`src/hw/rtl/bdq_pkg.sv`:
```
// Shared types, constants and saturation helper for the QSD solver.
// No dependencies.
package bdq_pkg;

    localparam int MAX_POP = 63;
    localparam int DEPTH   = MAX_POP + 1;
    localparam int AW      = $clog2(DEPTH);

    typedef logic signed [42:0] t_weight;
    typedef logic [43:0]        t_coef;
    typedef logic [31:0]        t_rate;
    typedef logic [AW-1:0]      t_addr;

    // 1.0 and the saturation bound in weight format
    localparam t_weight W_ONE    = 43'sh100_0000_0000;
    localparam t_weight W_MAX    = 43'sh200_0000_0000;
    localparam t_coef   COEF_MAX = 44'hFFF_FFFF_FFFF;

    localparam logic [5:0] DIV_STEPS_COEF = 6'd44;
    localparam logic [5:0] DIV_STEPS_NORM = 6'd42;

    // multiply request: (x*y) >> (sh40 ? 40 : 24), saturated
    typedef struct packed {
        logic signed [44:0] x;
        t_weight            y;
        logic               sh40;
    } t_mul_req;

    // divide request: restoring division seeded with a partial remainder
    typedef struct packed {
        logic [47:0] rem;
        logic [43:0] bits;
        logic [5:0]  steps;
        logic [47:0] den;
    } t_div_req;

    function automatic t_weight sat_w(input logic signed [50:0] v);
        logic signed [50:0] hi;
        logic signed [50:0] lo;
        hi = 51'(W_MAX);
        lo = -hi;
        if (v > hi) begin
            sat_w = W_MAX;
        end else if (v < lo) begin
            sat_w = -W_MAX;
        end else begin
            sat_w = v[42:0];
        end
    endfunction

endpackage

```
`src/hw/rtl/bdq_div.sv`:
```
// Bit-serial restoring divider, one quotient bit per cycle.
// Depends on bdq_pkg.
module bdq_div (
    input  logic              i_clk,
    input  logic              i_rst_n,
    input  logic              i_start,
    input  bdq_pkg::t_div_req i_req,
    output logic              o_done,
    output logic [43:0]       o_quot
);
    import bdq_pkg::*;

    logic [47:0] r_rem;
    logic [43:0] r_bits;
    logic [47:0] r_den;
    logic [43:0] r_q;
    logic [5:0]  r_cnt;
    logic        r_busy;
    logic        r_done;

    logic [48:0] trial;
    logic        ge;
    logic [48:0] diff;

    // one compare and subtract step
    always_comb begin
        trial = {r_rem, r_bits[43]};
        ge    = trial >= {1'b0, r_den};
        diff  = trial - {1'b0, r_den};
    end

    always_ff @(posedge i_clk) begin
        if (!i_rst_n) begin
            r_busy <= 1'b0;
            r_done <= 1'b0;
        end else begin
            r_done <= 1'b0;
            if (i_start) begin
                r_rem  <= i_req.rem;
                r_bits <= i_req.bits;
                r_den  <= i_req.den;
                r_cnt  <= i_req.steps;
                r_q    <= '0;
                r_busy <= 1'b1;
            end else if (r_busy) begin
                r_rem  <= ge ? diff[47:0] : trial[47:0];
                r_q    <= {r_q[42:0], ge};
                r_bits <= {r_bits[42:0], 1'b0};
                r_cnt  <= r_cnt - 6'd1;
                if (r_cnt == 6'd1) begin
                    r_busy <= 1'b0;
                    r_done <= 1'b1;
                end
            end
        end
    end

    assign o_done = r_done;
    assign o_quot = r_q;

endmodule

```
`config.mk`:
```
export PLATFORM = sky130hd
export DESIGN_NAME = bdq_div
export DESIGN_NICKNAME = d
export VERILOG_FILES = /design/src/hw/rtl/bdq_pkg.sv /design/src/hw/rtl/bdq_div.sv
export SDC_FILE = /design/constraint.sdc
export NUM_CORES = 1
export LEC_CHECK = 0
export BUFFER_PORTS_ARGS = -buffer_cell sky130_fd_sc_hd__buf_2
export CORE_ASPECT_RATIO = 1.4
export CORE_MARGIN = 2
export CORE_UTILIZATION = 25
export DETAILED_ROUTE_END_ITERATION = 10
export GPL_TIMING_DRIVEN = 0
export PLACE_DENSITY = 0.44
export SETUP_SLACK_MARGIN = 0.02
export SKIP_CTS_REPAIR_TIMING = 1
export SYNTH_ARGS = -nofsm -noshare
export SYNTH_HDL_FRONTEND = slang
export SYNTH_SLANG_ARGS = --single-unit
```
`constraint.sdc`:
```
create_clock -name i_clk -period 7.9 [get_ports i_clk]
set_input_delay 2.37 -clock i_clk [delete_from_list [all_inputs] [get_ports i_clk]]
set_output_delay 2.37 -clock i_clk [all_outputs]
set_load 0.1 [all_outputs]
```
==> results.md <==
* Initial antenna violation count at 17
* Die Span Y at 250 µm
* TNS Setup at 0 ps
* Max cap viols at 0
* CTS tree: done
* Crit path required time at 8060 ps
* Synthesized flop and latch total at 192
* CP Launch Type: input port
* CTS root buf: clkbuf_16
* Critical Path Fanout Max at 42
* Synth Flop Type: edfxtp_1
* Mapped Area at 0.0108 mm²
* Pwr dens at 219 mW/mm²
* Number of global-route vias before repair at 8485
* Final hold viol count at 0
* Worst Skew at 8.71 ps
* Fin crit share at 57.6%
* Pins Over Slew Limit at 0
* Fraction of layout cells with a size suffix above 1 at 26.7%
* Placer Congestion at 0.819
* Slew headroom at 38.1%
* Vias per cell at 4.64
* Outcome: completed
* Starting density of the core at 25.2%
* Synth area leaders: edfxtp_1 (53%), ha_1 (5.8%), mux2_2 (5.2%), nor2b_1 (3.1%), nand2_1 (2.8%)
* Post-Synthesis Cells at 938
* F_max at 220 MHz
* Worst-path cell chain: clkbuf_1, clkbuf_1, o21a_4, buf_12, buf_12
* Leakage power at 5.11 nW
* DR DRC count at 0
* Nets@finish at 1353
* CTS Buf Count at 17
* First-pass GRT wire length at 49.0 mm
* Die width at 179 µm
* Post-synth ARST share at 0%
* Total power at 2.86 mW
* Routed WL at 32.2 mm
* Placed cell areas at 0.0125 mm²
* WL/cell at 18.7 µm
* Total gr overflow at 0
* Fin area at 0.0131 mm²
* Slowest stage delay, CP at 610 ps
* Synth Warn # at 0
* Post-route ant nets at 0
* Post-synth EDFFs at 190
* Hold Crit Class: flop to flop
* Syn Nets at 1138
* CTS Sinks at 192
* Worst path slowest cell: o21a_4
* Initial DRC count at 397
* Seq/Total Area, Yosys at 53.3%
* Pin count of the biggest net entering global routing at 43
* Std-Cell Rows at 90
* Clock slew at reported path FFs at 80 ps
* Most frequent cells in the layout: buf_2 (203), edfxtp_1 (190), nand2_1 (79)
* Longest Clk Path Bufs at 2
* Number of buffers added on ports at 192
* Worst skew pair latency at 470 ps
* Worst EP arrival at 4710 ps
* Critical setup path kind: input port to flop
* CP endpoint kind: flop
* Most common cell after layout, fill and taps aside: buf_2
* Post-DP HPWL at 24.5 mm
* Core box area at 0.0428 mm²
* Vias at 7979
* RSZ-0062 raised after global routing: no
* # IOs at 194
* Slew at the pin with the worst max-slew slack at 929 ps
* Yosys cell types at 63
* Min Clock Period, post-route at 4550 ps
* Area delta synth->final at 21.3%
* All-layer global routing usage at 14.3%
* Maximum vdd drop at 147 µV
* Full die area at 0.0448 mm²
* Core Util, Final at 30.5%
* Post-synth top area cell: edfxtp_1
* DR pass1 iterations at 6
* # setup viols final at 0
* Share of Yosys cell area claimed by the top area cell type at 53.0%
* Syn avg cell area at 11.5 µm²
* Htree depth at 4
==> power breakdown <==
| part | switching, mW | leakage, nW | internal [mW] |
|---|---|---|---|
| clock | 0.445 | 0.270 | 0.413 |
| combinational | 0.480 | 3.01 | 0.272 |
| sequential | 0.0328 | 1.84 | 1.22 |
| total | 0.959 | 5.11 | 1.91 |
==> synth_stat cells, types with 3 or more instances <==
library cell    n
inv_1          67
nand2b_1        4
xor2_1         21
buf_2          11
nand3b_1       29
nor2b_1        54
or2_2           5
clkbuf_1       32
xnor2_1        26
o211ai_1        3
and2_1          5
nor4_1          3
o31ai_1         9
a211oi_1        3
o21a_1          5
nor3_1         13
mux2i_1        10
nand3_1         9
o21bai_1        7
ha_1           50
a21o_1         24
edfxtp_1      190
a21oi_1        55
a221o_1         3
o311ai_1        4
o21ai_0        34
mux2_2         50
o311ai_0       23
o21ai_1         7
buf_1           7
and3_1          4
nor2_1         25
a31oi_1         6
or3_1           7
nand4_1        19
nand2_1        79
==> per-stage QoR <==
step / hold slack (ps) / std cells / worst slack, ps
6_report: 477 / 1721 / 3350
5_1_grt: 487 / 1718 / 3220
4_1_cts: 478 / 1717 / 3250
3_5_place_dp: 464 / 1686 / 2720
3_3_place_gp: 448 / 1682 / -1360
2_1_floorplan: 421 / 938 / 1240
==> worst paths after layout <==
check                           slack, ps    endpoint  cells past startpoint     start
worst min-delay path                  480      o_done                      2    r_busy
worst max-delay path                 3350  o_quot[16]                      5   i_start
worst max register to register       3810   r_rem[28]                     13  r_rem[3]
worst min register to register        480      o_done                      2    r_busy
==> layer usage <==
layer / share of wire, % / global-route usage, % / vias to the layer above / routed length, µm
li1: - / - / 3904 / -
met4: 2.5 / 5.60 / 28 / 798
met3: 5.5 / 4.33 / 61 / 1760
met5: 0.51 / 0 / - / 163
met2: 51 / 25.2 / 160 / 16400
met1: 41 / 16.2 / 3826 / 13100
==> cells by family (layout without fill, tap and decap cells) <==
group / after synthesis / after routing / share of synthesized area (%)
AOI/OAI and AO/OA: 209 / 209 / 13.5
adders and majority gates: 51 / 51 / 5.99
other: 0 / 4 / 0
and+or+nand+nor: 260 / 260 / 12.9
muxes: 60 / 60 / 6.16
DFF: 192 / 192 / 53.3
buffers and inverters: 119 / 346 / 4.34
xor gates and xnor gates: 47 / 47 / 3.82
==> critical path: cells and delay by family <==
kind	cells	cell delay (ps)
compound gates	1	610
buf+inv	4	1670
==> registers in the layout, indices dropped and copies added (netlist names) <==
name / flops
r_den: 48
r_rem: 48
o_quot: 44
r_bits: 44
r_cnt: 6
o_done: 1
r_busy: 1
==> final cells by class <==
class / instances / area [µm²]
Fill cell: 4504 / 29700
Sequential cell: 192 / 5750
Multi-Input combinational cell: 627 / 4570
Timing Repair Buffer: 196 / 1040
Tap cell: 552 / 691
Clock buffer: 17 / 425
Inverter: 67 / 251
Buffer: 52 / 216
Clock inverter: 14 / 123
Antenna cell: 4 / 10.0
(Power assumes the default switching activity.)
