### src/hw/rtl/bdq_pkg.sv
// Shared types, constants and saturation helper for the QSD solver.
// No dependencies.
package bdq_pkg;

    localparam int MAX_POP = 63;
    localparam int DEPTH   = MAX_POP + 1;
    localparam int AW      = $clog2(DEPTH);

    typedef logic signed [42:0] t_weight;
    typedef logic [43:0]        t_coef;
    typedef logic [31:0]        t_rate;
    typedef logic [AW-1:0]      t_addr;

    // 1.0 and the saturation bound in weight format
    localparam t_weight W_ONE    = 43'sh100_0000_0000;
    localparam t_weight W_MAX    = 43'sh200_0000_0000;
    localparam t_coef   COEF_MAX = 44'hFFF_FFFF_FFFF;

    localparam logic [5:0] DIV_STEPS_COEF = 6'd44;
    localparam logic [5:0] DIV_STEPS_NORM = 6'd42;

    // multiply request: (x*y) >> (sh40 ? 40 : 24), saturated
    typedef struct packed {
        logic signed [44:0] x;
        t_weight            y;
        logic               sh40;
    } t_mul_req;

    // divide request: restoring division seeded with a partial remainder
    typedef struct packed {
        logic [47:0] rem;
        logic [43:0] bits;
        logic [5:0]  steps;
        logic [47:0] den;
    } t_div_req;

    function automatic t_weight sat_w(input logic signed [50:0] v);
        logic signed [50:0] hi;
        logic signed [50:0] lo;
        hi = 51'(W_MAX);
        lo = -hi;
        if (v > hi) begin
            sat_w = W_MAX;
        end else if (v < lo) begin
            sat_w = -W_MAX;
        end else begin
            sat_w = v[42:0];
        end
    endfunction

endpackage

### src/hw/rtl/bdq_mul.sv
// Shared signed multiplier, summing two 44x21 partial products.
// Depends on bdq_pkg.
module bdq_mul (
    input  logic              i_clk,
    input  logic              i_rst_n,
    input  logic              i_start,
    input  bdq_pkg::t_mul_req i_req,
    output logic              o_done,
    output bdq_pkg::t_weight  o_res
);
    import bdq_pkg::*;

    logic [43:0] r_mx;
    logic [41:0] r_my;
    logic        r_neg;
    logic        r_sh40;
    logic [1:0]  r_ph;
    logic        r_busy;
    logic        r_done;
    logic [85:0] r_prod;
    t_weight     r_res;

    logic signed [44:0] ax;
    t_weight            ay;
    logic [20:0]        chunk;
    logic [64:0]        part;
    logic [85:0]        shifted;
    logic [41:0]        mclip;
    t_weight            mv;

    // operand magnitudes at request time
    always_comb begin
        ax = i_req.x[44] ? -i_req.x : i_req.x;
        ay = i_req.y[42] ? -i_req.y : i_req.y;
    end

    assign chunk = (r_ph == 2'd0) ? r_my[20:0] : r_my[41:21];
    assign part  = 65'(r_mx) * 65'(chunk);

    // final shift and clamp
    always_comb begin
        shifted = r_sh40 ? (r_prod >> 40) : (r_prod >> 24);
        mclip   = (shifted > 86'(W_MAX)) ? W_MAX[41:0] : shifted[41:0];
        mv      = {1'b0, mclip};
    end

    always_ff @(posedge i_clk) begin
        if (!i_rst_n) begin
            r_busy <= 1'b0;
            r_done <= 1'b0;
            r_ph   <= 2'd0;
        end else begin
            r_done <= 1'b0;
            if (i_start) begin
                r_mx   <= ax[43:0];
                r_my   <= ay[41:0];
                r_neg  <= i_req.x[44] ^ i_req.y[42];
                r_sh40 <= i_req.sh40;
                r_ph   <= 2'd0;
                r_busy <= 1'b1;
            end else if (r_busy) begin
                case (r_ph)
                    2'd0: begin
                        r_prod <= 86'(part);
                        r_ph   <= 2'd1;
                    end
                    2'd1: begin
                        r_prod <= r_prod + (86'(part) << 21);
                        r_ph   <= 2'd2;
                    end
                    default: begin
                        r_res  <= r_neg ? -mv : mv;
                        r_done <= 1'b1;
                        r_busy <= 1'b0;
                    end
                endcase
            end
        end
    end

    assign o_done = r_done;
    assign o_res  = r_res;

endmodule

### config.mk
export PLATFORM = sky130hd
export DESIGN_NAME = bdq_mul
export DESIGN_NICKNAME = d
export VERILOG_FILES = /design/src/hw/rtl/bdq_pkg.sv /design/src/hw/rtl/bdq_mul.sv
export SDC_FILE = /design/constraint.sdc
export NUM_CORES = 2
export LEC_CHECK = 0
export ABC_AREA = 1
export BUFFER_PORTS_ARGS = -buffer_cell sky130_fd_sc_hd__buf_2
export CAP_MARGIN = 20
export CORE_MARGIN = 3
export CORE_UTILIZATION = 30
export DETAILED_ROUTE_END_ITERATION = 16
export SLEW_MARGIN = 20
export SYNTH_ARGS = -nofsm -noshare
export SYNTH_HDL_FRONTEND = slang
export SYNTH_SLANG_ARGS = --single-unit
### constraint.sdc
create_clock -name i_clk -period 10.94 [get_ports i_clk]
set_clock_uncertainty 0.2 [all_clocks]
set_input_delay 1.641 -clock i_clk [delete_from_list [all_inputs] [get_ports i_clk]]
set_output_delay 1.641 -clock i_clk [all_outputs]
set_load 0.005 [all_outputs]
==> results.txt <==
----------------------------------------------------
[Run status]
  Status ... finished clean

[Global routing]
  Met1 layer usage reported by global route ... 0.2685
  Vias in the first global route ... 40,660
  Number of antenna violations at the first check in global routing ... 9
  Global routing usage on met3 ... 0.03028
  Largest net degree at the start of global routing ... 80
  Met2 capacity usage during global routing ... 0.3319
  Wire length of the first global-routing pass ... 242,000 um
  GRT Total Usage ... 0.2018
  GRT overflow ... 0
  GRT busiest layer ... met2

[Synth]
  Number of distinct standard cells referenced by the synthesized netlist ... 53
  Register bit count reported by yosys ... 200
  Number of enable flip-flop cells after synthesis ... 196
  Top_reg_cell synth ... edfxtp_1
  Sequential cell area fraction in the yosys report ... 0.1323
  Post-synth ARST share ... 0
  Leading post-synthesis cells by cell area ... fa_1 (35%), edfxtp_1 (13%), inv_1 (11%)
  Cell type with the highest aggregate area in the netlist ... fa_1
  Synthesized area per cell ... 7.677 um2
  Total standard cell area after synthesis ... 0.04509 mm2
  Warning count from the yosys run ... 0
  Net count after synthesis ... 7,007
  Top-area cell type share of the netlist area ... 0.3534
  Post-synthesis cell count ... 5,873

[Worst setup path]
  End of the worst register-to-register path ... r_prod[72]$_SDFFCE_PN0P_
  Worst Path Max Fanout ... 22
  Worst Path Class, Setup ... reg -> reg
  Crit path largest cell delay ... 0.57 ns
  Cells on worst reg2reg path ... 38
  Critical Path RT ... 11.05 ns
  R2r startpoint ... r_ph[1]$_SDFFE_PP0P_
  Most prevalent standard cell on the critical path ... inv_1
  CP max stage cell ... fa_1
  CP Capture Type ... register
  CP Data Arrival Time ... 10.59 ns
  Worst-case register-to-register setup slack ... 0.46 ns
  Element type at the critical path start ... register

[Worst hold path]
  Endpoint with the worst hold slack ... r_ph[0]$_SDFFE_PP0P_
  Worst hold path class ... reg -> reg
  Cell depth of the worst hold path ... 2
  Worst Min Path Start ... r_ph[0]$_SDFFE_PP0P_

[Detailed routing]
  Ratio of routed vias to standard cells ... 4.884
  Count of unresolved DRC violations after routing ... 0
  Drt wl/cell ... 19.43 um
  First drt pass iteration count ... 6
  Drt total wl ... 154,900 um
  Remaining antenna violation count ... 0
  Routed vias ... 38,950
  Starting DRC count in detailed routing ... 3,213

[Clock tree]
  TritonCTS clock tree ... built
  Clock-pin slew on the worst setup and hold paths ... 0.09 ns
  Root Buffer Master ... clkbuf_16
  Number of levels in the clock H-tree ... 4
  Later-pin clock latency in the skew report ... 0.57 ns
  Total clock sinks ... 200
  Number of CTS-inserted buffers ... 17
  Max Buffers Root-to-Sink ... 2
  Number of buffers inserted for hold repair after clock tree synthesis ... 0

[Timing]
  Aggregate negative setup slack ... 0 ns
  Minimum period implied by the final worst setup slack ... 10.48 ns
  Crit share post-route ... 0.9579
  Worst slew pin tran ... 1.010 ns
  Worst max-slew margin expressed relative to the limit ... 0.3265
  Timing-limited maximum frequency ... 95.42 MHz
  Final hold viol count ... 0
  Total count of max-transition violations in the final report ... 0
  Setup Viol. Count Final ... 0
  Worst Setup Slack, final ... 0.4605 ns
  Unrepaired setup endpoints after global routing ... true

[Floorplan]
  Initial Util ... 0.3035
  Number of top-level design ports ... 136
  CORE AREA ... 0.1485 mm2
  Die width ... 393.7 um
  Die boundary height ... 393.7 um
  Cell row count ... 141
  Total Die Area ... 0.1550 mm2

[Place]
  I/O Buffers ... 135
  DP Worst Slack ... 0.5312 ns
  Half-perimeter wire length of the detailed placement result ... 131,300 um
  Final GP Congestion ... 0.9492

[Cells and area]
  Nets ... 7,089
  Filler cells ... 15,940
  Fraction of final layout cells with drive strength greater than 1 ... 0.06485
  Sequential cell area ... 0.005966 mm2
  Area of the multi-input gates ... 0.03354 mm2
  Most common cell after layout, fill and taps aside ... inv_1
  Area growth from synthesis to layout ... 9.111%
  Commonest cells after routing, fill and taps aside ... inv_1 (1,268), nand2_1 (1,229), nor2_1 (821)

[Run]
  Number of max-cap violations ... 0

----------------------------------------------------
-- layer usage --
layer	wire length, um	up-vias
li1	-	17840
met4	5885	6
met2	71870	1398
met3	10290	284
met5	34	-
met1	66850	19420
-- per-stage QoR --
stage | area (um2) | cells | hold slack (ns) | util
after floorplan | 45090 | 5873 | 0.2809 | -
after global placement | 48450 | 7930 | 0.3176 | 0.3262
after detailed placement | 48450 | 7930 | 0.3184 | 0.3262
after CTS | 49050 | 7962 | 0.3331 | 0.3302
after global routing | 49190 | 7974 | 0.3767 | 0.3312
final | 49190 | 7974 | 0.3293 | 0.3312
-- critical path: cells and delay by family, from the launching register on --
family                   cells  cell delay (ns)
adder cells (fa/ha/maj)      9             4.18
flip-flops                   1             0.36
AND/OR/NAND/NOR              5             1.19
AO/OA/AOI/OAI               13             2.75
buffers and inverters       11             1.44
-- kinds of logic after synthesis --
group | synth area share
AO/OA/AOI/OAI | 0.07676
adder cells (fa/ha/maj) | 0.4217
flip-flops | 0.1323
buffers and inverters | 0.1259
AND/OR/NAND/NOR | 0.2101
XOR/XNOR | 0.03322
-- synth_stat cells (all sizes together), types with 11 or more instances --
| master | number |
|---|---|
| inv | 1275 |
| nand2 | 1241 |
| nor2 | 828 |
| fa | 796 |
| ha | 246 |
| a21oi | 224 |
| o21ai | 219 |
| edfxtp | 196 |
| clkbuf | 158 |
| nand3 | 127 |
| xor2 | 105 |
| xnor2 | 66 |
| nor3 | 53 |
| a31oi | 44 |
| buf | 42 |
| or2 | 36 |
| a21o | 31 |
| nand4 | 25 |
| o21bai | 25 |
| o21a | 18 |
| and2 | 17 |
| nand3b | 16 |
| nor4 | 16 |
| clkinv | 14 |
| o31ai | 12 |
| o41ai | 11 |
-- sequential cells by signal, summed over array words and instances (netlist names) --
register	count
r_prod	65
r_mx	44
o_res	43
r_my	42
r_ph	2
o_done	1
r_busy	1
r_neg	1
r_sh40	1
-- how the worst max path moves through the flow --
stage	slack, ns	to	cells past startpoint	start
after floorplan	2.11	r_prod[77]$_SDFFCE_PN0P_	42	r_ph[1]$_SDFFE_PP0P_
after global placement	0.54	r_prod[76]$_SDFFCE_PN0P_	41	r_ph[1]$_SDFFE_PP0P_
after detailed placement	0.53	r_prod[74]$_SDFFCE_PN0P_	40	r_ph[1]$_SDFFE_PP0P_
after CTS	0.47	r_prod[74]$_SDFFCE_PN0P_	40	r_ph[1]$_SDFFE_PP0P_
after global routing	-0.05	r_prod[74]$_SDFFCE_PN0P_	41	r_ph[1]$_SDFFE_PP0P_
final	0.46	r_prod[72]$_SDFFCE_PN0P_	38	r_ph[1]$_SDFFE_PP0P_
-- final cells by class --
class / instances / share of cell area
flip-flops and latches: 200 / 0.1213
well taps: 2002 / 0.05092
inverters: 1289 / 0.09869
clock inverters: 15 / 0.003561
multi-input cells: 4184 / 0.6819
clock buffers: 17 / 0.008648
diodes: 4 / 0.0002035
repair buffers: 263 / 0.03484
-- repair_timing --
action | CTS | global route
endpoints found under the setup margin | 0 | 11
hold endpoints to repair | 0 | 0
gates resized for setup | 0 | 8
buffers inserted | 0 | 7
Power is left out: the tool's default activity adds up to more than one toggle a clock period on the data nets, which glitch-free logic cannot reach.
